===== config.mk =====
export PLATFORM = sky130hd
export DESIGN_NAME = numeric_token_parser_core
export DESIGN_NICKNAME = d
export VERILOG_FILES = /design/src/rtl/core/ntp_pkg.sv /design/src/rtl/core/ntp_front.sv /design/src/rtl/core/ntp_queue.sv /design/src/rtl/core/ntp_back.sv /design/src/rtl/core/numeric_token_parser_core.sv
export SDC_FILE = /design/constraint.sdc
export NUM_CORES = 1
export LEC_CHECK = 0
export BUFFER_PORTS_ARGS = -buffer_cell sky130_fd_sc_hd__clkbuf_2
export CAP_MARGIN = 25
export CORE_MARGIN = 2
export CORE_UTILIZATION = 58
export CTS_CLUSTER_DIAMETER = 150
export DETAILED_ROUTE_END_ITERATION = 10
export PLACE_DENSITY_LB_ADDON = 0.25
export SLEW_MARGIN = 15
export SYNTH_ARGS = -nofsm -noshare
export SYNTH_HDL_FRONTEND = slang
export SYNTH_SLANG_ARGS = --single-unit

===== constraint.sdc =====
create_clock -name clk -period 5.72 [get_ports clk]
set_clock_uncertainty 0.2 [all_clocks]
set_input_delay 0.572 -clock clk [delete_from_list [all_inputs] [get_ports clk]]
set_output_delay 0.572 -clock clk [all_outputs]
set_load 0.05 [all_outputs]

===== src/rtl/core/ntp_pkg.sv =====
// ----------------------------------------------------------------------------
// ntp_pkg
// Shared types and constants of the numeric token parser: word formats,
// character codes, token classes, result kinds and overflow limits.
// ----------------------------------------------------------------------------
`default_nettype none

package ntp_pkg;

    // Integer result width; fixed by the result word format.
    localparam int VALUE_BITS = 32;

    // Default depth of the token queue between front and back.
    localparam int QUEUE_DEPTH_DEF = 4;

    // Result kinds
    localparam logic [2:0] KIND_INT     = 3'd0;
    localparam logic [2:0] KIND_BIGNUM  = 3'd1;
    localparam logic [2:0] KIND_REAL    = 3'd2;
    localparam logic [2:0] KIND_NAN     = 3'd3;
    localparam logic [2:0] KIND_REAL_ND = 3'd4;

    // Character codes
    localparam logic [7:0] CH_HASH  = 8'h23;
    localparam logic [7:0] CH_PLUS  = 8'h2B;
    localparam logic [7:0] CH_MINUS = 8'h2D;
    localparam logic [7:0] CH_POINT = 8'h2E;
    localparam logic [7:0] CH_0     = 8'h30;
    localparam logic [7:0] CH_9     = 8'h39;
    localparam logic [7:0] CH_UA    = 8'h41;
    localparam logic [7:0] CH_UE    = 8'h45;
    localparam logic [7:0] CH_UF    = 8'h46;
    localparam logic [7:0] CH_LA    = 8'h61;
    localparam logic [7:0] CH_LB    = 8'h62;
    localparam logic [7:0] CH_LD    = 8'h64;
    localparam logic [7:0] CH_LE    = 8'h65;
    localparam logic [7:0] CH_LF    = 8'h66;
    localparam logic [7:0] CH_LI    = 8'h69;
    localparam logic [7:0] CH_LO    = 8'h6F;
    localparam logic [7:0] CH_LX    = 8'h78;
    localparam logic [7:0] CASE_BIT = 8'h20;

    // Character classes
    localparam logic [2:0] CC_OTHER = 3'd0;
    localparam logic [2:0] CC_HASH  = 3'd1;
    localparam logic [2:0] CC_PLUS  = 3'd2;
    localparam logic [2:0] CC_MINUS = 3'd3;
    localparam logic [2:0] CC_POINT = 3'd4;
    localparam logic [2:0] CC_EXPO  = 3'd5;

    // Prefix letters (case folded)
    localparam logic [2:0] PFX_NONE = 3'd0;
    localparam logic [2:0] PFX_B    = 3'd1;
    localparam logic [2:0] PFX_O    = 3'd2;
    localparam logic [2:0] PFX_D    = 3'd3;
    localparam logic [2:0] PFX_X    = 3'd4;
    localparam logic [2:0] PFX_E    = 3'd5;
    localparam logic [2:0] PFX_I    = 3'd6;

    // Digit value meaning "not a digit"
    localparam logic [4:0] DIGIT_NONE = 5'd16;

    // Radix values
    localparam logic [4:0] RADIX_BIN = 5'd2;
    localparam logic [4:0] RADIX_OCT = 5'd8;
    localparam logic [4:0] RADIX_DEC = 5'd10;
    localparam logic [4:0] RADIX_HEX = 5'd16;

    // Accumulator limits: largest magnitude for positive and negative values
    localparam logic [VALUE_BITS-1:0] LIM_POS = {1'b0, {(VALUE_BITS-1){1'b1}}};
    localparam logic [VALUE_BITS-1:0] LIM_NEG = {1'b1, {(VALUE_BITS-1){1'b0}}};

    // Overflow thresholds: quotient and remainder of each limit by each radix
    localparam logic [VALUE_BITS-1:0] QP_BIN = LIM_POS / 2;
    localparam logic [VALUE_BITS-1:0] QP_OCT = LIM_POS / 8;
    localparam logic [VALUE_BITS-1:0] QP_DEC = LIM_POS / 10;
    localparam logic [VALUE_BITS-1:0] QP_HEX = LIM_POS / 16;
    localparam logic [VALUE_BITS-1:0] QN_BIN = LIM_NEG / 2;
    localparam logic [VALUE_BITS-1:0] QN_OCT = LIM_NEG / 8;
    localparam logic [VALUE_BITS-1:0] QN_DEC = LIM_NEG / 10;
    localparam logic [VALUE_BITS-1:0] QN_HEX = LIM_NEG / 16;
    localparam logic [4:0] RP_BIN = 5'(LIM_POS % 2);
    localparam logic [4:0] RP_OCT = 5'(LIM_POS % 8);
    localparam logic [4:0] RP_DEC = 5'(LIM_POS % 10);
    localparam logic [4:0] RP_HEX = 5'(LIM_POS % 16);
    localparam logic [4:0] RN_BIN = 5'(LIM_NEG % 2);
    localparam logic [4:0] RN_OCT = 5'(LIM_NEG % 8);
    localparam logic [4:0] RN_DEC = 5'(LIM_NEG % 10);
    localparam logic [4:0] RN_HEX = 5'(LIM_NEG % 16);

    // Input word: one character of a token
    typedef struct packed {
        logic [7:0] ch;
        logic       last;
    } in_word_t;

    // Result word: one classified token
    typedef struct packed {
        logic [2:0]                   kind;
        logic signed [VALUE_BITS-1:0] value;
        logic                         exact_req;
        logic                         inexact_req;
    } out_word_t;

    // Classified character between front and back
    typedef struct packed {
        logic [2:0] cls;
        logic [2:0] pfx;
        logic [4:0] digit;
        logic       last;
    } tok_t;

endpackage

`default_nettype wire


===== src/rtl/core/ntp_front.sv =====
// ----------------------------------------------------------------------------
// ntp_front
// Character classifier: decodes one input word into class, prefix letter and
// digit value for the back end.
// ----------------------------------------------------------------------------
`default_nettype none

module ntp_front
(
    input  wire ntp_pkg::in_word_t chr,
    output ntp_pkg::tok_t          tok
);

    logic [7:0] folded;

    assign folded = chr.ch | ntp_pkg::CASE_BIT;

    always_comb
    begin
        tok.last = chr.last;

        case (chr.ch)
            ntp_pkg::CH_HASH:  tok.cls = ntp_pkg::CC_HASH;
            ntp_pkg::CH_PLUS:  tok.cls = ntp_pkg::CC_PLUS;
            ntp_pkg::CH_MINUS: tok.cls = ntp_pkg::CC_MINUS;
            ntp_pkg::CH_POINT: tok.cls = ntp_pkg::CC_POINT;
            ntp_pkg::CH_LE:    tok.cls = ntp_pkg::CC_EXPO;
            ntp_pkg::CH_UE:    tok.cls = ntp_pkg::CC_EXPO;
            default:           tok.cls = ntp_pkg::CC_OTHER;
        endcase

        case (folded)
            ntp_pkg::CH_LB: tok.pfx = ntp_pkg::PFX_B;
            ntp_pkg::CH_LO: tok.pfx = ntp_pkg::PFX_O;
            ntp_pkg::CH_LD: tok.pfx = ntp_pkg::PFX_D;
            ntp_pkg::CH_LX: tok.pfx = ntp_pkg::PFX_X;
            ntp_pkg::CH_LE: tok.pfx = ntp_pkg::PFX_E;
            ntp_pkg::CH_LI: tok.pfx = ntp_pkg::PFX_I;
            default:        tok.pfx = ntp_pkg::PFX_NONE;
        endcase

        if (chr.ch inside {[ntp_pkg::CH_0:ntp_pkg::CH_9]})
        begin
            tok.digit = 5'(chr.ch - ntp_pkg::CH_0);
        end
        else if (chr.ch inside {[ntp_pkg::CH_LA:ntp_pkg::CH_LF]})
        begin
            tok.digit = 5'(chr.ch - ntp_pkg::CH_LA + 8'd10);
        end
        else if (chr.ch inside {[ntp_pkg::CH_UA:ntp_pkg::CH_UF]})
        begin
            tok.digit = 5'(chr.ch - ntp_pkg::CH_UA + 8'd10);
        end
        else
        begin
            tok.digit = ntp_pkg::DIGIT_NONE;
        end
    end

endmodule

`default_nettype wire


===== src/rtl/core/ntp_queue.sv =====
// ----------------------------------------------------------------------------
// ntp_queue
// Small token queue between the classifier and the back end.
// ----------------------------------------------------------------------------
`default_nettype none

module ntp_queue
#(
    parameter int DEPTH = ntp_pkg::QUEUE_DEPTH_DEF
)
(
    input  wire                clk,
    input  wire                rst_n,
    input  wire                wr_en,
    input  wire ntp_pkg::tok_t wr_tok,
    output logic               full,
    input  wire                rd_en,
    output ntp_pkg::tok_t      rd_tok,
    output logic               avail
);

    localparam int AW = (DEPTH > 1) ? $clog2(DEPTH) : 1;
    localparam int CW = $clog2(DEPTH + 1);
    localparam logic [AW-1:0] LAST_PTR = AW'(DEPTH - 1);
    localparam logic [CW-1:0] FULL_CNT = CW'(DEPTH);

    ntp_pkg::tok_t   slot_reg [DEPTH];
    logic [AW-1:0]   wr_ptr_reg, wr_ptr_next;
    logic [AW-1:0]   rd_ptr_reg, rd_ptr_next;
    logic [CW-1:0]   cnt_reg, cnt_next;
    logic            do_wr, do_rd;

    assign full   = (cnt_reg == FULL_CNT);
    assign avail  = (cnt_reg != '0);
    assign do_wr  = wr_en && !full;
    assign do_rd  = rd_en && avail;
    assign rd_tok = slot_reg[rd_ptr_reg];

    always_comb
    begin
        wr_ptr_next = wr_ptr_reg;
        rd_ptr_next = rd_ptr_reg;
        cnt_next    = cnt_reg;
        if (do_wr)
        begin
            wr_ptr_next = (wr_ptr_reg == LAST_PTR) ? '0 : wr_ptr_reg + 1'b1;
        end
        if (do_rd)
        begin
            rd_ptr_next = (rd_ptr_reg == LAST_PTR) ? '0 : rd_ptr_reg + 1'b1;
        end
        if (do_wr && !do_rd)
        begin
            cnt_next = cnt_reg + 1'b1;
        end
        else if (do_rd && !do_wr)
        begin
            cnt_next = cnt_reg - 1'b1;
        end
    end

    always_ff @(posedge clk or negedge rst_n)
    begin
        if (!rst_n)
        begin
            wr_ptr_reg <= '0;
            rd_ptr_reg <= '0;
            cnt_reg    <= '0;
        end
        else
        begin
            wr_ptr_reg <= wr_ptr_next;
            rd_ptr_reg <= rd_ptr_next;
            cnt_reg    <= cnt_next;
        end
    end

    always_ff @(posedge clk)
    begin
        if (do_wr)
        begin
            slot_reg[wr_ptr_reg] <= wr_tok;
        end
    end

endmodule

`default_nettype wire


===== src/rtl/core/ntp_back.sv =====
// ----------------------------------------------------------------------------
// ntp_back
// Token parser: prefix/sign/point/exponent checks, radix accumulation with
// overflow detection, and the registered result word.
// ----------------------------------------------------------------------------
`default_nettype none

module ntp_back
(
    input  wire                    clk,
    input  wire                    rst_n,
    input  wire                    tok_avail,
    input  wire ntp_pkg::tok_t     tok,
    output logic                   tok_take,
    output logic                   empty,
    input  wire                    pop,
    output ntp_pkg::out_word_t     res
);

    localparam int VB = ntp_pkg::VALUE_BITS;

    // parse state
    logic          in_prefix_reg, in_prefix_next;
    logic          hash_reg, hash_next;
    logic [4:0]    radix_reg, radix_next;
    logic          got_radix_reg, got_radix_next;
    logic          exact_reg, exact_next;
    logic          inexact_reg, inexact_next;
    logic          neg_reg, neg_next;
    logic          point_reg, point_next;
    logic          expo_reg, expo_next;
    logic          after_e_reg, after_e_next;
    logic          mdigit_reg, mdigit_next;
    logic          edigit_reg, edigit_next;
    logic          bad_reg, bad_next;
    logic          ovf_reg, ovf_next;
    logic          started_reg, started_next;
    logic [VB-1:0] accum_reg, accum_next;

    // state after this word, before the end-of-token clear
    logic          u_in_prefix, u_hash, u_got_radix, u_exact, u_inexact;
    logic [4:0]    u_radix;
    logic          u_neg, u_point, u_expo, u_after_e, u_mdigit, u_edigit;
    logic          u_bad, u_ovf, u_started;
    logic [VB-1:0] u_accum;

    logic          is_sign;
    logic [VB-1:0] max_q;
    logic [4:0]    max_r;
    logic          ovf_hit;
    logic [VB-1:0] scaled;

    ntp_pkg::out_word_t res_reg, res_next;
    logic               res_valid_reg;
    logic               load_res;

    assign empty    = !res_valid_reg;
    assign res      = res_reg;
    // a token end needs the result register free, or freed this cycle
    assign tok_take = tok_avail && (!tok.last || !res_valid_reg || pop);
    assign load_res = tok_take && tok.last;
    assign is_sign  = (tok.cls == ntp_pkg::CC_PLUS) || (tok.cls == ntp_pkg::CC_MINUS);

    // overflow thresholds for the current radix and sign
    always_comb
    begin
        case (radix_reg)
            ntp_pkg::RADIX_BIN:
            begin
                max_q = neg_reg ? ntp_pkg::QN_BIN : ntp_pkg::QP_BIN;
                max_r = neg_reg ? ntp_pkg::RN_BIN : ntp_pkg::RP_BIN;
                scaled = accum_reg << 1;
            end
            ntp_pkg::RADIX_OCT:
            begin
                max_q = neg_reg ? ntp_pkg::QN_OCT : ntp_pkg::QP_OCT;
                max_r = neg_reg ? ntp_pkg::RN_OCT : ntp_pkg::RP_OCT;
                scaled = accum_reg << 3;
            end
            ntp_pkg::RADIX_DEC:
            begin
                max_q = neg_reg ? ntp_pkg::QN_DEC : ntp_pkg::QP_DEC;
                max_r = neg_reg ? ntp_pkg::RN_DEC : ntp_pkg::RP_DEC;
                scaled = (accum_reg << 3) + (accum_reg << 1);
            end
            default:
            begin
                max_q = neg_reg ? ntp_pkg::QN_HEX : ntp_pkg::QP_HEX;
                max_r = neg_reg ? ntp_pkg::RN_HEX : ntp_pkg::RP_HEX;
                scaled = accum_reg << 4;
            end
        endcase
    end

    assign ovf_hit = (accum_reg > max_q) || ((accum_reg == max_q) && (tok.digit > max_r));

    // per-word state update
    always_comb
    begin
        u_in_prefix = in_prefix_reg;
        u_hash      = hash_reg;
        u_radix     = radix_reg;
        u_got_radix = got_radix_reg;
        u_exact     = exact_reg;
        u_inexact   = inexact_reg;
        u_neg       = neg_reg;
        u_point     = point_reg;
        u_expo      = expo_reg;
        u_after_e   = after_e_reg;
        u_mdigit    = mdigit_reg;
        u_edigit    = edigit_reg;
        u_bad       = bad_reg;
        u_ovf       = ovf_reg;
        u_started   = started_reg;
        u_accum     = accum_reg;

        if (hash_reg)
        begin
            // letter after '#'
            u_hash = 1'b0;
            case (tok.pfx)
                ntp_pkg::PFX_B, ntp_pkg::PFX_O, ntp_pkg::PFX_D, ntp_pkg::PFX_X:
                begin
                    if (got_radix_reg)
                    begin
                        u_bad = 1'b1;
                    end
                    else
                    begin
                        u_got_radix = 1'b1;
                        case (tok.pfx)
                            ntp_pkg::PFX_B: u_radix = ntp_pkg::RADIX_BIN;
                            ntp_pkg::PFX_O: u_radix = ntp_pkg::RADIX_OCT;
                            ntp_pkg::PFX_D: u_radix = ntp_pkg::RADIX_DEC;
                            default:        u_radix = ntp_pkg::RADIX_HEX;
                        endcase
                    end
                end
                ntp_pkg::PFX_E:
                begin
                    if (exact_reg || inexact_reg)
                    begin
                        u_bad = 1'b1;
                    end
                    u_exact = 1'b1;
                end
                ntp_pkg::PFX_I:
                begin
                    if (exact_reg || inexact_reg)
                    begin
                        u_bad = 1'b1;
                    end
                    u_inexact = 1'b1;
                end
                default:
                begin
                    u_bad = 1'b1;
                end
            endcase
        end
        else if (in_prefix_reg && (tok.cls == ntp_pkg::CC_HASH))
        begin
            u_hash = 1'b1;
        end
        else
        begin
            u_in_prefix = 1'b0;
            u_started   = 1'b1;
            if (!started_reg && is_sign)
            begin
                // leading sign
                u_neg = (tok.cls == ntp_pkg::CC_MINUS);
            end
            else if (after_e_reg && is_sign)
            begin
                // exponent sign
                u_after_e = 1'b0;
            end
            else
            begin
                u_after_e = 1'b0;
                if (tok.cls == ntp_pkg::CC_POINT)
                begin
                    if (expo_reg || point_reg)
                    begin
                        u_bad = 1'b1;
                    end
                    u_point = 1'b1;
                end
                else if ((radix_reg != ntp_pkg::RADIX_HEX) && (tok.cls == ntp_pkg::CC_EXPO))
                begin
                    if (expo_reg)
                    begin
                        u_bad = 1'b1;
                    end
                    u_expo    = 1'b1;
                    u_after_e = 1'b1;
                end
                else if (tok.digit >= radix_reg)
                begin
                    u_bad = 1'b1;
                end
                else if (expo_reg)
                begin
                    u_edigit = 1'b1;
                end
                else
                begin
                    u_mdigit = 1'b1;
                    if (!(point_reg || ovf_reg))
                    begin
                        if (ovf_hit)
                        begin
                            u_ovf = 1'b1;
                        end
                        else
                        begin
                            u_accum = scaled + VB'(tok.digit);
                        end
                    end
                end
            end
        end
    end

    // end-of-token classification
    always_comb
    begin
        logic bad_f;
        bad_f = u_bad || u_hash;
        res_next.exact_req   = u_exact;
        res_next.inexact_req = u_inexact;
        res_next.value       = '0;
        if (bad_f || !u_mdigit || (u_expo && !u_edigit))
        begin
            res_next.kind = ntp_pkg::KIND_NAN;
        end
        else if (u_point || u_expo)
        begin
            res_next.kind = (u_radix != ntp_pkg::RADIX_DEC) ? ntp_pkg::KIND_REAL_ND
                                                            : ntp_pkg::KIND_REAL;
        end
        else if (u_ovf)
        begin
            res_next.kind = ntp_pkg::KIND_BIGNUM;
        end
        else
        begin
            res_next.kind  = ntp_pkg::KIND_INT;
            res_next.value = u_neg ? -u_accum : u_accum;
        end
    end

    // commit: a token end returns the parser to its reset state
    always_comb
    begin
        if (tok.last)
        begin
            in_prefix_next = 1'b1;
            hash_next      = 1'b0;
            radix_next     = ntp_pkg::RADIX_DEC;
            got_radix_next = 1'b0;
            exact_next     = 1'b0;
            inexact_next   = 1'b0;
            neg_next       = 1'b0;
            point_next     = 1'b0;
            expo_next      = 1'b0;
            after_e_next   = 1'b0;
            mdigit_next    = 1'b0;
            edigit_next    = 1'b0;
            bad_next       = 1'b0;
            ovf_next       = 1'b0;
            started_next   = 1'b0;
            accum_next     = '0;
        end
        else
        begin
            in_prefix_next = u_in_prefix;
            hash_next      = u_hash;
            radix_next     = u_radix;
            got_radix_next = u_got_radix;
            exact_next     = u_exact;
            inexact_next   = u_inexact;
            neg_next       = u_neg;
            point_next     = u_point;
            expo_next      = u_expo;
            after_e_next   = u_after_e;
            mdigit_next    = u_mdigit;
            edigit_next    = u_edigit;
            bad_next       = u_bad;
            ovf_next       = u_ovf;
            started_next   = u_started;
            accum_next     = u_accum;
        end
    end

    always_ff @(posedge clk or negedge rst_n)
    begin
        if (!rst_n)
        begin
            in_prefix_reg <= 1'b1;
            hash_reg      <= 1'b0;
            radix_reg     <= ntp_pkg::RADIX_DEC;
            got_radix_reg <= 1'b0;
            exact_reg     <= 1'b0;
            inexact_reg   <= 1'b0;
            neg_reg       <= 1'b0;
            point_reg     <= 1'b0;
            expo_reg      <= 1'b0;
            after_e_reg   <= 1'b0;
            mdigit_reg    <= 1'b0;
            edigit_reg    <= 1'b0;
            bad_reg       <= 1'b0;
            ovf_reg       <= 1'b0;
            started_reg   <= 1'b0;
            accum_reg     <= '0;
            res_valid_reg <= 1'b0;
        end
        else
        begin
            if (tok_take)
            begin
                in_prefix_reg <= in_prefix_next;
                hash_reg      <= hash_next;
                radix_reg     <= radix_next;
                got_radix_reg <= got_radix_next;
                exact_reg     <= exact_next;
                inexact_reg   <= inexact_next;
                neg_reg       <= neg_next;
                point_reg     <= point_next;
                expo_reg      <= expo_next;
                after_e_reg   <= after_e_next;
                mdigit_reg    <= mdigit_next;
                edigit_reg    <= edigit_next;
                bad_reg       <= bad_next;
                ovf_reg       <= ovf_next;
                started_reg   <= started_next;
                accum_reg     <= accum_next;
            end
            if (load_res)
            begin
                res_valid_reg <= 1'b1;
            end
            else if (pop)
            begin
                res_valid_reg <= 1'b0;
            end
        end
    end

    always_ff @(posedge clk)
    begin
        if (load_res)
        begin
            res_reg <= res_next;
        end
    end

endmodule

`default_nettype wire


===== src/rtl/core/numeric_token_parser_core.sv =====
// ----------------------------------------------------------------------------
// numeric_token_parser_core
// Numeric literal classifier: reads a token one character word at a time and
// reports kind, integer value and exactness prefixes on the token's last word.
// ----------------------------------------------------------------------------
//
//   Channel   Handshake       Word         Fields
//   input     push / full     chr          ch[7:0], last
//   result    empty / pop     res          kind[2:0], value[31:0] signed,
//                                          exact_req, inexact_req
//
// One character word is accepted per cycle while the queue is not full; the
// classifier is combinational ahead of the token queue, and the back end
// retires one queued word per cycle. With the queue otherwise empty, the
// token's last word is written into the queue and then parsed from the queue
// head into the result register, whose word shows on res.
// The back end stalls only on a last word while an untaken result is held;
// the queue (QUEUE_DEPTH words) keeps the input side open meanwhile.
// Reset clears the queue and the parse state and marks the result register
// empty; no clearing pass is needed.
// ----------------------------------------------------------------------------
`default_nettype none

module numeric_token_parser_core
#(
    parameter int QUEUE_DEPTH = ntp_pkg::QUEUE_DEPTH_DEF
)
(
    input  wire                     clk,
    input  wire                     rst_n,
    // input channel
    input  wire                     push,
    output logic                    full,
    input  wire ntp_pkg::in_word_t  chr,
    // result channel
    output logic                    empty,
    input  wire                     pop,
    output ntp_pkg::out_word_t      res
);

    ntp_pkg::tok_t cls_tok;   // classified character from the front end
    ntp_pkg::tok_t head_tok;  // oldest queued token
    logic          head_avail;
    logic          head_take;

    // front: character classification
    ntp_front u_front
    (
        .chr (chr),
        .tok (cls_tok)
    );

    // decoupling queue; full here is the input channel's full
    ntp_queue
    #(
        .DEPTH (QUEUE_DEPTH)
    )
    u_queue
    (
        .clk    (clk),
        .rst_n  (rst_n),
        .wr_en  (push),
        .wr_tok (cls_tok),
        .full   (full),
        .rd_en  (head_take),
        .rd_tok (head_tok),
        .avail  (head_avail)
    );

    // back: parse state, accumulation and result register
    ntp_back u_back
    (
        .clk       (clk),
        .rst_n     (rst_n),
        .tok_avail (head_avail),
        .tok       (head_tok),
        .tok_take  (head_take),
        .empty     (empty),
        .pop       (pop),
        .res       (res)
    );

endmodule

`default_nettype wire


=== After elaboration in Yosys (flattened, before gate mapping) ===
Memory sizes are Yosys's and may differ from the RTL's.
Index checks and enable logic that the tools add are counted.

* Bits in registers: 96
* Latch bits: 0
* RAM bits: 48
* Bits in read-only memories: 0
* Input port bits: 13
* Memories kept: 1

* Add/sub/neg operators: 12
* Multiply operators: 0
* Divide/modulo/power cells: 0
* $lt $le $gt $ge: 9
* Equality and inequality tests: 35
* Shifts and indexed selects: 0
* Muxes and demuxes: 127
* Bitwise operators: 0
* Reduce and logical (&&, ||, !) cells: 46

{| class="wikitable"
|+ Memories
! memory !! words !! width !! rd ports !! clocked after memory_dff !! write ports !! RTL line !! source
|-
| u_queue.slot_reg || 4 || 12 || 1 || 0 || 1 || ntp_queue.sv:27 || <nowiki>ntp_pkg::tok_t slot_reg [DEPTH];</nowiki>
|}

{| class="wikitable"
|+ Operators with widths
! kind !! number
|-
| $mux W32 || 12
|-
| $pmux W32 S3 || 2
|-
| $mux W1 || 89
|-
| $eq A7 B6 Y1 const B || 6
|-
| $mux W5 || 7
|-
| $add A32 B32 Y32 || 1
|-
| $add A32 B5 Y32 || 1
|-
| $eq A32 B32 Y1 || 1
|-
| $eq A8 B6 Y1 const B || 4
|-
| $gt A32 B32 Y1 || 1
|-
| $neg A32 Y32 || 1
|-
| $mux W31 || 1
|-
| $pmux W5 S3 || 2
|-
| $mux W29 || 1
|-
| $mux W28 || 1
|-
| $eq A3 B3 Y1 const B || 6
|-
| $pmux W3 S6 || 1
|-
| $eq A8 B7 Y1 const B || 2
|-
| $ge A8 B7 Y1 const B || 2
|-
| $le A8 B7 Y1 const B || 2
|-
| $logic_and A1 B1 Y1 || 15
|-
| $mux W3 || 5
|-
| $pmux W3 S5 || 1
|-
| $eq A3 B2 Y1 const B || 4
|-
| other kinds (29) || 61
|}

=== Depth between registers and ports, before layout ===
Gate-level depths: netlist of the first run.

* Depth after elaboration: 17
* Mapped depth: 29

=== Modules after synthesis ===
Synthesis of the first run repeated with hierarchy kept, for this count alone.

* Cells, all modules: 1381
* Area total of the unflattened synthesis: 12239.2 sq um

{| class="wikitable"
|+ By module, submodules not included
! module !! times used !! cells each !! area an instance (sq um)
|-
| ntp_back || 1 || 1227 || 9659.3
|-
| ntp_queue || 1 || 100 || 2198.4
|-
| ntp_front || 1 || 54 || 381.6
|}

=== Worst setup path before layout of the first run ===
No wires, ideal clock.

* Path kind: register to register
* From: reg u_back.radix_reg[3]
* To: reg u_back.res_reg (netlist bit u_back.res[30]), data pin
* Setup time: 135 ps
* Data arrival time: 5721 ps
* Data required time: 5385 ps
* Slack: -336 ps
* Cell stages (with the launch flop): 24
* Clock period less this slack: 6056 ps
* Cells stage by stage: dfstp_2 -> or3b_1 -> buf_6 -> nor2_4 -> clkbuf_1 -> nor2_1 -> ha_1 -> nand4_1 -> nor4_1 -> nand3_1 -> a211oi_1 -> o21a_1 -> buf_4 -> buf_4 -> buf_2 -> clkbuf_1 -> mux2i_1 -> ha_1 -> o21ai_1 -> nor4_2 -> nor3b_2 -> nand4_1 -> or3_1 -> nand3_1

* Longest elaborated chain between the ends: 17
* Elaborated cells between the ends (all ways): 72
* Those cells by class: 2 x add/sub; 3 x order compare; 5 x eq/ne; 51 x mux; 11 x reduce/logical

{| class="wikitable"
|+ Ends and longest elaborated chain
! item !! RTL line !! source
|-
| from (decl) || ntp_back.sv:25 || <nowiki>logic [4:0] radix_reg, radix_next;</nowiki>
|-
| from (signal assigned) || ntp_back.sv:303 || <nowiki>radix_reg <= ntp_pkg::RADIX_DEC;</nowiki>
|-
| from (signal assigned) || ntp_back.sv:325 || <nowiki>radix_reg <= radix_next;</nowiki>
|-
| branches (longest 17 deep; another with $gt A32 B32 Y1) || -- ||
|-
| to (signal assigned) || ntp_back.sv:355 || <nowiki>res_reg <= res_next;</nowiki>
|-
| to (decl) || ntp_back.sv:53 || <nowiki>ntp_pkg::out_word_t res_reg, res_next;</nowiki>
|}

Parallel ways; which one is timed is not known.
A chain may end at the register's enable or synchronous reset.

=== Worst setup path after layout of the first run ===
* From: reg u_back.radix_reg[4]
* To: reg u_back.res_reg (netlist bit u_back.res[33]), data pin

The elaborated chain is that of the path after synthesis.

==> impl_metrics.toml, run 1 <==
[drt]
first_iter_violations = 1011
route.final.wire_length_um = 36000
route.met3.wl_um = 2280
drt_wl_cell_um = 21.1
firstDrtPassIters = 5
m1WireLength_um = 13800
detailed_routed_wire_length_on_met2_um = 17200
num_vias = 11300
vias_per_cell = 6.64
dr.max_layer_used = "met4"
route.detailed.drc = 0
drtAntennaViolNets = 0

[worst_setup_path]
timing.critical_path.slowest_stage_cell = "dfrtp_1"
crit_type = "register to register"
rr_endpoint = "u_back.res[33]"
crit_path_cell_trace = "or3b_1 > buf_4 > nor3_1 > a21boi_0 > ha_1 > nand4b_1 > nor2_1 > nand3_1 > a211oi_4 > o21a_2 > buf_4 > a31oi_2 > nor4_2 > and4_4 > a41oi_2 > o21bai_4 > mux2_4"
path_buf_inv = 2
cpMostUsedCell = "buf_4"
ff2ff_setup_slack_ns = 0.31
critical_path_s_top_delay_family = "simple AND/OR/NAND/NOR gates"
timing.critical_path.required_ns = 5.70
cp_slowest_stage_delay_ns = 0.49
critPathCaptureType = "register"
worst-path-max-fanout = 21
worst-endpoint-arrival_ns = 5.39
reg2regPathDepth = 17
cp-start-kind = "register"
regToRegStartpoint = "u_back.radix_reg[4]"

[yosys]
postSynth.asyncResetShare_pct = 41.0
synth.yosys.warnings = 0
ys_seq_elements = 144
cell_count_after_synthesis = 1350
post_synth.cell_area_avg_um2 = 8.99
synthesis.area_um2 = 12100
synth_top_cells_by_area = "edfxtp_1, dfrtp_1, ha_1"
count_leader_synth = "nor2_1"
synth_common_cells = "nor2_1, nand2_1, a21oi_1, o21ai_0, edfxtp_1"
synth.top_cell.area_share_pct = 21.0
synthesized_netlist_net_count = 1450
post_synthesis_sequential_area_ratio_pct = 33.2
synth_area_leader_cell = "edfxtp_1"
synth-edff-count = 85
flip_flop_cell_with_the_highest_count_after_synthesis = "edfxtp_1"
yosysUniqueCellTypes = 110

[sta]
layout_worst_path_cycle_share_pct = 94.6
finalSetupViolations = 0
slew_worst_pin_ns = 0.831
finalWorstPathRequiredPeriod_ns = 5.41
timing_max_transition_violations_final = 0
final_hold_viol_count = 0
fmax_mhz = 185
timing.hold.ws_ns = 0.115
max-slew-margin-rel_pct = 44.6

[pwr]
power-per-cell-area_nw_per_um2 = 607
switching_share_pct = 52.1
intPower_mw = 3.94
netSwitchingPower_mw = 4.28
seqPwrFrac_pct = 21.4
vdd.ir_drop.worst_mv = 0.449
clock_power_share_pct = 13.0
leakage_power_of_the_design_nw = 5.37
comb_power_share_pct = 65.6

[grt]
grt_pass1_vias = 10900
grt_max_degree = 60
first_pass_grt_wire_length_um = 57000
grt_antenna_before_repair = 0
global_route.overflow_total = 0
grt_util_all_layers_pct = 32.9

[finish]
insertedDiodeCount = 0
final_layout_size_suffix_gt1_share_pct = 16.5
combined_area_of_the_multi_input_logic_cells_um2 = 7640
largest_register_ff_count = 48
fillerInstances = 1634
final_standard_cell_area_without_fillers_um2 = 13500
finish.net_count = 1524
register_area_um2 = 4030
area_delta_synth_final_pct = 11.6

[die]
start_util_pct = 59.6
placementRows = 52
design.portCount = 52
floorplan.die_area_um2 = 22100
floorplan.core_area_um2 = 20400
chipHeight_um = 149
die_width_um = 149

[min_path]
worst_hold_path_type = "primary input to asynchronous set/reset pin"

[placement]
placed_area_um2 = 12900
finalWeightedCongestion = 0.990
hpwl_um = 26500
number_of_buffer_cells_added_on_primary_ports = 51

[run_status]
outcome = "finished clean"

[cts]
clock_tree_from_tritoncts = "yes"
clk_tree_root_cell = "clkbuf_16"
maximum_clock_path_buffer_count = 2
clk_pin_slew_ns = 0.07
cts_inserted_buffers = 17
post_cts_hold_buffer_count = 0
clkSinkCount = 144
cts-htree-levels = 4
worstSkewPairLatency_ns = 0.43

[flow_run]
max_cap_viol_count = 0
==> layout make-up <==
type	instances	share of cell area, %
clock inverter	14	0.896
clock buffer	18	3.17
multi-input combinational	1090	56.4
inverter	47	1.30
timing repair buffer	124	5.99
sequential	144	29.8
tap	270	2.49
==> worst reg2reg max path, stage by stage, from the launching register on <==
cell,delay (ns)
dfrtp_1,0.49
or3b_1,0.45
buf_4,0.20
nor3_1,0.29
a21boi_0,0.16
ha_1,0.30
nand4b_1,0.15
nor2_1,0.20
nand3_1,0.19
a211oi_4,0.34
o21a_2,0.31
buf_4,0.31
a31oi_2,0.19
nor4_2,0.37
and4_4,0.33
a41oi_2,0.17
o21bai_4,0.21
mux2_4,0.30
==> kinds of logic (layout without fill, tap and decap cells) <==
kind of cell,Yosys count,count (layout),synth area share [%]
AO/OA/AOI/OAI,418,418,23.4
XOR/XNOR,60,60,4.33
adder cells (fa/ha/maj),87,87,9.15
buffers and inverters,116,203,4.22
flip-flops,144,144,33.2
multiplexers,41,41,4.70
AND/OR/NAND/NOR,484,484,21.0
==> per-layer routing <==
metal / global-route usage [%] / vias up
met5: 0 / -
met4: 22.3 / 0
met3: 4.20 / 170
met2: 55.5 / 558
met1: 39.5 / 5351
li1: - / 5263
==> how the worst max path moves through the flow <==
stage	from	end	cells past startpoint	slack, ns
after detailed placement	u_back.radix_reg[3]	u_back.res[33]	18	0.29
after global routing	u_back.radix_reg[4]	u_back.res[33]	17	-0.01
after floorplan	u_back.radix_reg[2]	u_back.res[30]	28	0.002
after CTS	u_back.radix_reg[3]	u_back.res[33]	18	0.23
final	u_back.radix_reg[4]	u_back.res[33]	17	0.31
after global placement	u_back.accum_reg[0]	u_back.res[33]	15	0.41
==> per-stage QoR <==
step / worst slack (ns) / utilization [%] / std cells / TNS [ns] / power [mW]
2_1_floorplan: 0.00208 / - / 1350 / 0 / 5.64
3_3_place_gp: 0.409 / 63.4 / 1669 / 0 / 6.87
3_5_place_dp: 0.287 / 63.4 / 1669 / 0 / 6.99
4_1_cts: 0.229 / 66.1 / 1701 / 0 / 8.09
5_1_grt: -0.0133 / 66.5 / 1707 / -0.0133 / 8.73
6_report: 0.310 / 66.5 / 1707 / 0 / 8.23
==> power groups by stage <==
stage	registers, mW	logic [mW]	clock network (mW)
6_report	1.76	5.39	1.07
5_1_grt	1.80	5.82	1.11
4_1_cts	1.76	5.26	1.07
3_5_place_dp	1.78	5.22	0
3_3_place_gp	1.77	5.11	0
2_1_floorplan	2.18	3.47	0
==> layout by cell type (no fill, tap or decap), types with 24 or more instances in the layout <==
| cell | netlist | final |
|---|---|---|
| nor2_1 | 132 | 131 |
| nand2_1 | 123 | 123 |
| a21oi_1 | 112 | 111 |
| o21ai_0 | 91 | 91 |
| edfxtp_1 | 85 | 85 |
| ha_1 | 84 | 84 |
| buf_4 | 6 | 71 |
| dfrtp_1 | 56 | 56 |
| clkbuf_2 | 0 | 51 |
| inv_1 | 44 | 43 |
| xnor2_1 | 35 | 35 |
| nor3_1 | 29 | 28 |
| nand3_1 | 27 | 27 |
| xor2_1 | 25 | 25 |
| a31oi_1 | 24 | 24 |
==> timing repair <==
action                                  in CTS  in global routing
resized for setup                            0                  5
endpoints found under the setup margin       0                  6
setup buffers                                0                  4
(Power assumes the default switching activity.)
==> run 2: changes to the inputs <==
--- a/config.mk
+++ b/config.mk
@@ -7,6 +7,7 @@
 export LEC_CHECK = 0
 export BUFFER_PORTS_ARGS = -buffer_cell sky130_fd_sc_hd__clkbuf_2
 export CAP_MARGIN = 25
+export CORE_ASPECT_RATIO = 1.75
 export CORE_MARGIN = 2
 export CORE_UTILIZATION = 58
 export CTS_CLUSTER_DIAMETER = 150
==> run 2 against run 1 <==
Hold slack got worse by 0.034 ns. Largest power group unchanged. Combinational power increased by 11%. Largest cell class unchanged. Core utilization decreased by 0.60 points. Critical path type unchanged. Highest routed layer unchanged. Worst setup slack got worse by 0.12 ns. Routed wire length increased by 19%. Via count increased by 4.8%. Register-to-register slack got worse by 0.12 ns. Sequential power about the same. Critical endpoint unchanged. Die area increased by 0.21%.
==> impl_metrics.toml, run 2 (synthesis results as in run 1) <==
[sta]
max-slew-margin-rel_pct = 33.9
slew_worst_pin_ns = 0.967
final_hold_viol_count = 0
finalSetupViolations = 0
grt_setup_unrepaired = "false"
fin_ws_ns = 0.194
finalSetupTns_ns = 0
timing_max_transition_violations_final = 0
layout_worst_path_cycle_share_pct = 96.6
finalWorstPathRequiredPeriod_ns = 5.53
fmax_mhz = 181

[placement]
number_of_placed_instances_taps_included = 1674
number_of_buffer_cells_added_on_primary_ports = 51
dpl_worst_slack_ns = 0.219
placed_area_um2 = 13100
hpwl_um = 32100
finalWeightedCongestion = 1.04

[worst_setup_path]
crit_type = "register to register"
path_buf_inv = 2
ff2ff_setup_slack_ns = 0.19
timing.critical_path.slowest_stage_cell = "a211oi_1"
cp_slowest_stage_delay_ns = 0.68
worst-endpoint-arrival_ns = 5.52
critical_path_s_top_delay_family = "compound AO/OA/AOI/OAI gates"
cp-start-kind = "register"
crit_end = "u_back.res[33]"
cp-startpoint = "u_back.accum_reg[3]"
crit_path_cell_trace = "buf_4 > ha_1 > nand4_2 > a211oi_1 > nor4_1 > o31ai_2 > buf_4 > nand4b_4 > o31ai_1 > a31oi_2 > nor4_2 > and4_4 > a41oi_2 > o21bai_4 > mux2_4"
cpMostUsedCell = "buf_4"
critical_path_cell_count = 15
regToRegStartpoint = "u_back.accum_reg[3]"
rr_endpoint = "u_back.res[33]"
timing.critical_path.required_ns = 5.72
worst-path-max-fanout = 10
reg2regPathDepth = 15
critPathCaptureType = "register"

[die]
design.portCount = 52
die_width_um = 113
floorplan.core_area_um2 = 20800
start_util_pct = 58.5
chipHeight_um = 195
floorplan.die_area_um2 = 22100
placementRows = 70

[finish]
insertedDiodeCount = 0
largest_register_ff_count = 48
finish.net_count = 1543
final_standard_cell_area_without_fillers_um2 = 13700
final_layout_size_suffix_gt1_share_pct = 17.8
instances_no_fill = 1708
commonest_non_fill_non_tap_cell_in_the_layout = "nor2_1"
final_cell_mix = "nor2_1, nand2_1, a21oi_1"
area_delta_synth_final_pct = 12.7

[min_path]
worst_hold_path_type = "primary input to asynchronous set/reset pin"

[grt]
first_pass_grt_wire_length_um = 65600
grt_util_all_layers_pct = 39.5
global_route.overflow_total = 0
grt_max_degree = 60
grt_pass1_vias = 12000
grt_antenna_before_repair = 1

[drt]
num_vias = 11900
firstDrtPassIters = 7
route.detailed.drc = 0
route.final.wire_length_um = 42800
drt_wl_cell_um = 25.0
vias_per_cell = 6.96
first_iter_violations = 1065
drtAntennaViolNets = 0

[pwr]
netSwitchingPower_mw = 4.65
clock_power_share_pct = 11.9
switching_share_pct = 52.8
vdd.ir_drop.worst_mv = 0.441
power-per-cell-area_nw_per_um2 = 644
seqPwrFrac_pct = 20.3
intPower_mw = 4.16
leakage_power_of_the_design_nw = 5.45
comb_power_share_pct = 67.8

[cts]
clock_tree_from_tritoncts = "yes"
worstSkewPairLatency_ns = 0.44
cts_inserted_buffers = 17
post_cts_hold_buffer_count = 0
clkSinkCount = 144
clk_tree_root_cell = "clkbuf_16"
clk_pin_slew_ns = 0.06
maximum_clock_path_buffer_count = 2
cts-htree-levels = 4

[run_status]
outcome = "finished clean"

[flow_run]
max_cap_viol_count = 0
==> run 2: worst register-to-register path, cell delays in order, from the launching register on <==
cell and delay [ns]:
dfrtp_1 0.45, buf_4 0.23, ha_1 0.49, nand4_2 0.28, a211oi_1 0.69, nor4_1 0.16, o31ai_2 0.30, buf_4 0.20
nand4b_4 0.19, o31ai_1 0.46, a31oi_2 0.18, nor4_2 0.44, and4_4 0.35, a41oi_2 0.14, o21bai_4 0.22, mux2_4 0.30
==> run 2: worst min-delay path by stage <==
| stage | startpoint | to | slack, ns | cells after the start |
|---|---|---|---|---|
| after floorplan | rst_n | u_back.accum_reg[0] | 0.08 | 0 |
| after global placement | u_back.after_e_reg | u_back.after_e_reg | 0.26 | 2 |
| after detailed placement | u_back.after_e_reg | u_back.after_e_reg | 0.27 | 2 |
| after CTS | rst_n | u_queue.wr_ptr_reg[0] | 0.12 | 2 |
| after global routing | chr[0] | u_queue.slot_reg[3][0] | 0.15 | 1 |
| final | rst_n | u_queue.wr_ptr_reg[1] | 0.08 | 2 |
==> run 2: repair_timing <==
item / CTS / global route
buffers inserted: 0 / 1
endpoints found under the setup margin: 0 / 9
gates resized for setup: 0 / 9
==> run 2: metal layers <==
| layer | up-vias | GRT usage [%] | wire length [µm] |
|---|---|---|---|
| li1 | 5308 | - | - |
| met1 | 5657 | 36.9 | 13300 |
| met2 | 665 | 69.6 | 21700 |
| met3 | 261 | 8.04 | 2830 |
| met4 | 0 | 37.5 | 4930 |
| met5 | - | 0 | 0 |
==> run 2: layout make-up <==
class | instances | area [µm²]
clock buffers | 22 | 475
clock inverters | 10 | 72.6
fillers | 1727 | 7080
inverters | 47 | 176
multi-input cells | 1090 | 7650
flip-flops and latches | 144 | 4030
well taps | 252 | 315
repair buffers | 143 | 958
==> run 2: per-stage QoR <==
step                power [mW]  util, %  hold slack (ns)
floorplan                 5.64        -           0.0764
global placement          7.37     63.0            0.260
detailed placement        7.46     63.0            0.267
CTS                       8.54     65.6            0.118
global route              9.28     65.9            0.151
finish                    8.81     65.9           0.0816
==> run 2: power by group through the flow <==
stage / combinational, mW / sequential (mW) / clock (mW)
floorplan: 3.47 / 2.18 / 0
global placement: 5.59 / 1.78 / 0
detailed placement: 5.67 / 1.79 / 0
CTS: 5.71 / 1.77 / 1.06
global route: 6.38 / 1.80 / 1.10
finish: 5.98 / 1.79 / 1.05
==> run 3: changes to the inputs <==
--- a/config.mk
+++ b/config.mk
@@ -9,7 +9,7 @@
 export CAP_MARGIN = 25
 export CORE_ASPECT_RATIO = 1.75
 export CORE_MARGIN = 2
-export CORE_UTILIZATION = 58
+export CORE_UTILIZATION = 67
 export CTS_CLUSTER_DIAMETER = 150
 export DETAILED_ROUTE_END_ITERATION = 10
 export PLACE_DENSITY_LB_ADDON = 0.25
==> constraint.sdc (replaced) <==
create_clock -name clk -period 6.9 [get_ports clk]
set_clock_uncertainty 0.2 [all_clocks]
set_input_delay 0.69 -clock clk [delete_from_list [all_inputs] [get_ports clk]]
set_output_delay 0.69 -clock clk [all_outputs]
set_load 0.05 [all_outputs]
==> run 3 against run 2 <==
Register-to-register slack better by 0.42 ns. Critical path depth is 4 higher. Critical path type unchanged. Worst setup slack improved by 0.42 ns. Global-route usage increased by 1.9 points. Power fell by 22%. First-iteration DRC count rose by 23%. Flip-flop and latch count is the same. Via count fell by 2.1%. Sequential share of layout area is 1.1 points higher. Largest power group unchanged.
==> impl_metrics.toml, run 3 (synthesis results as in run 1) <==
[drt]
drt_wl_cell_um = 24.1
first_iter_violations = 1306
firstDrtPassIters = 6
route.final.wire_length_um = 39300
num_vias = 11600
vias_per_cell = 7.13
route.detailed.drc = 0
drtAntennaViolNets = 0

[worst_setup_path]
cp_slowest_stage_delay_ns = 0.79
crit_type = "register to register"
timing.critical_path.slowest_stage_cell = "nor2_1"
critPathCaptureType = "register"
timing.critical_path.required_ns = 7.00
cp-start-kind = "register"
path_buf_inv = 1
crit_path_cell_trace = "or3b_1 > nor2_4 > nor2_1 > ha_1 > a21oi_1 > o21ai_0 > a211oi_1 > a31oi_1 > a21oi_1 > o21a_1 > mux2i_1 > ha_1 > o21ai_1 > nor4_2 > buf_4 > nor3b_2 > nand4_1 > or3_1 > nand3_1"
critical_path_s_top_delay_family = "simple AND/OR/NAND/NOR gates"
worst-path-max-fanout = 14
worst-endpoint-arrival_ns = 6.39

[die]
start_util_pct = 67.8
chipHeight_um = 182
die_width_um = 106
floorplan.die_area_um2 = 19300
placementRows = 65
floorplan.core_area_um2 = 17900
design.portCount = 52

[pwr]
power.total_mw = 6.90
power-per-cell-area_nw_per_um2 = 523
leakage_power_of_the_design_nw = 5.16
vdd.ir_drop.worst_mv = 0.407

[sta]
layout_worst_path_cycle_share_pct = 91.2
timing_max_transition_violations_final = 0
finalWorstPathRequiredPeriod_ns = 6.29
final_hold_viol_count = 0
grt_setup_unrepaired = "false"
max-slew-margin-rel_pct = 30.3
slew_worst_pin_ns = 1.02
finalSetupTns_ns = 0
finalSetupViolations = 0
fmax_mhz = 159

[finish]
final_cell_mix = "nor2_1, nand2_1, a21oi_1"
finish.net_count = 1486
commonest_non_fill_non_tap_cell_in_the_layout = "nor2_1"
area_delta_synth_final_pct = 8.59
largest_register_ff_count = 48
fillerInstances = 1365
register_area_um2 = 4030
insertedDiodeCount = 0
final_layout_size_suffix_gt1_share_pct = 13.7
combined_area_of_the_multi_input_logic_cells_um2 = 7600

[cts]
post_cts_hold_buffer_count = 0
clk_tree_root_cell = "clkbuf_16"
cts-htree-levels = 4
clock_tree_from_tritoncts = "yes"
post_cts_resize_count = 0
postCtsSetupRepairBufs = 0
cts_inserted_buffers = 17
worstSkewPairLatency_ns = 0.44
clk_pin_slew_ns = 0.07
clkSinkCount = 144
maximum_clock_path_buffer_count = 2

[grt]
global_route.overflow_total = 0
grt_util_all_layers_pct = 41.4
grt_antenna_before_repair = 0
grt_max_degree = 60
grt_pass1_vias = 11600
first_pass_grt_wire_length_um = 61100

[run_status]
outcome = "finished clean"

[flow_run]
max_cap_viol_count = 0

[placement]
finalWeightedCongestion = 1.01
number_of_buffer_cells_added_on_primary_ports = 51
hpwl_um = 28600

[min_path]
worst_hold_path_type = "primary input to asynchronous set/reset pin"
[run 3: final timing paths]
| kind | start | end | slack, ns | cells past startpoint |
|---|---|---|---|---|
| min in group clk | chr[0] | u_queue.slot_reg[3][0] | 0.28 | 1 |
| min reg2reg | u_back.after_e_reg | u_back.after_e_reg | 0.30 | 2 |
| max in group asynchronous | rst_n | u_queue.wr_ptr_reg[1] | 5.69 | 2 |
| max | u_back.radix_reg[2] | u_back.res[30] | 0.61 | 19 |
| max reg2reg | u_back.radix_reg[2] | u_back.res[30] | 0.61 | 19 |
| min | rst_n | u_back.accum_reg[9] | 0.22 | 2 |
[run 3: area by class of cell]
| class | count | share of cell area [%] |
|---|---|---|
| Multi-Input combinational cell | 1090 | 57.7 |
| Sequential cell | 144 | 30.6 |
| Timing Repair Buffer | 86 | 4.02 |
| Clock buffer | 20 | 3.31 |
| Tap cell | 234 | 2.22 |
| Inverter | 47 | 1.34 |
| Clock inverter | 12 | 0.826 |
[run 3: routing by layer]
| layer | up-vias | routed length [µm] | share of wire, % | GRT usage (%) |
|---|---|---|---|---|
| met1 | 5522 | 13100 | 33 | 43.6 |
| li1 | 5199 | - | - | - |
| met5 | - | 0 | 0 | 0 |
| met3 | 262 | 2990 | 7.6 | 7.61 |
| met4 | 0 | 3590 | 9.1 | 32.1 |
| met2 | 658 | 19700 | 50 | 71.9 |
[run 3: power breakdown]
| group | total (mW) | internal [mW] | switching [mW] |
|---|---|---|---|
| sequential | 1.52 | 1.25 | 0.273 |
| combinational | 4.49 | 1.49 | 3.00 |
| clock | 0.882 | 0.498 | 0.384 |
[run 3: through the flow]
stage	hold slack, ns	setup WS (ns)	instances	utilization (%)	instance area (µm²)
after floorplan	0.194	0.844	1350	-	12100
after global placement	0.267	1.00	1600	70.5	12600
after detailed placement	0.264	0.800	1601	70.6	12600
after CTS	0.269	0.763	1633	73.7	13200
after global routing	0.277	0.326	1633	73.7	13200
final	0.217	0.610	1633	73.7	13200
[run 3: worst register-to-register path: stages, from the launching register on]
cell and delay (ns):
dfrtp_1 0.50, or3b_1 0.50, nor2_4 0.12, nor2_1 0.79
ha_1 0.41, a21oi_1 0.12, o21ai_0 0.14, a211oi_1 0.25
a31oi_1 0.13, a21oi_1 0.33, o21a_1 0.36, mux2i_1 0.34
ha_1 0.24, o21ai_1 0.14, nor4_2 0.40, buf_4 0.21
nor3b_2 0.26, nand4_1 0.21, or3_1 0.42, nand3_1 0.09
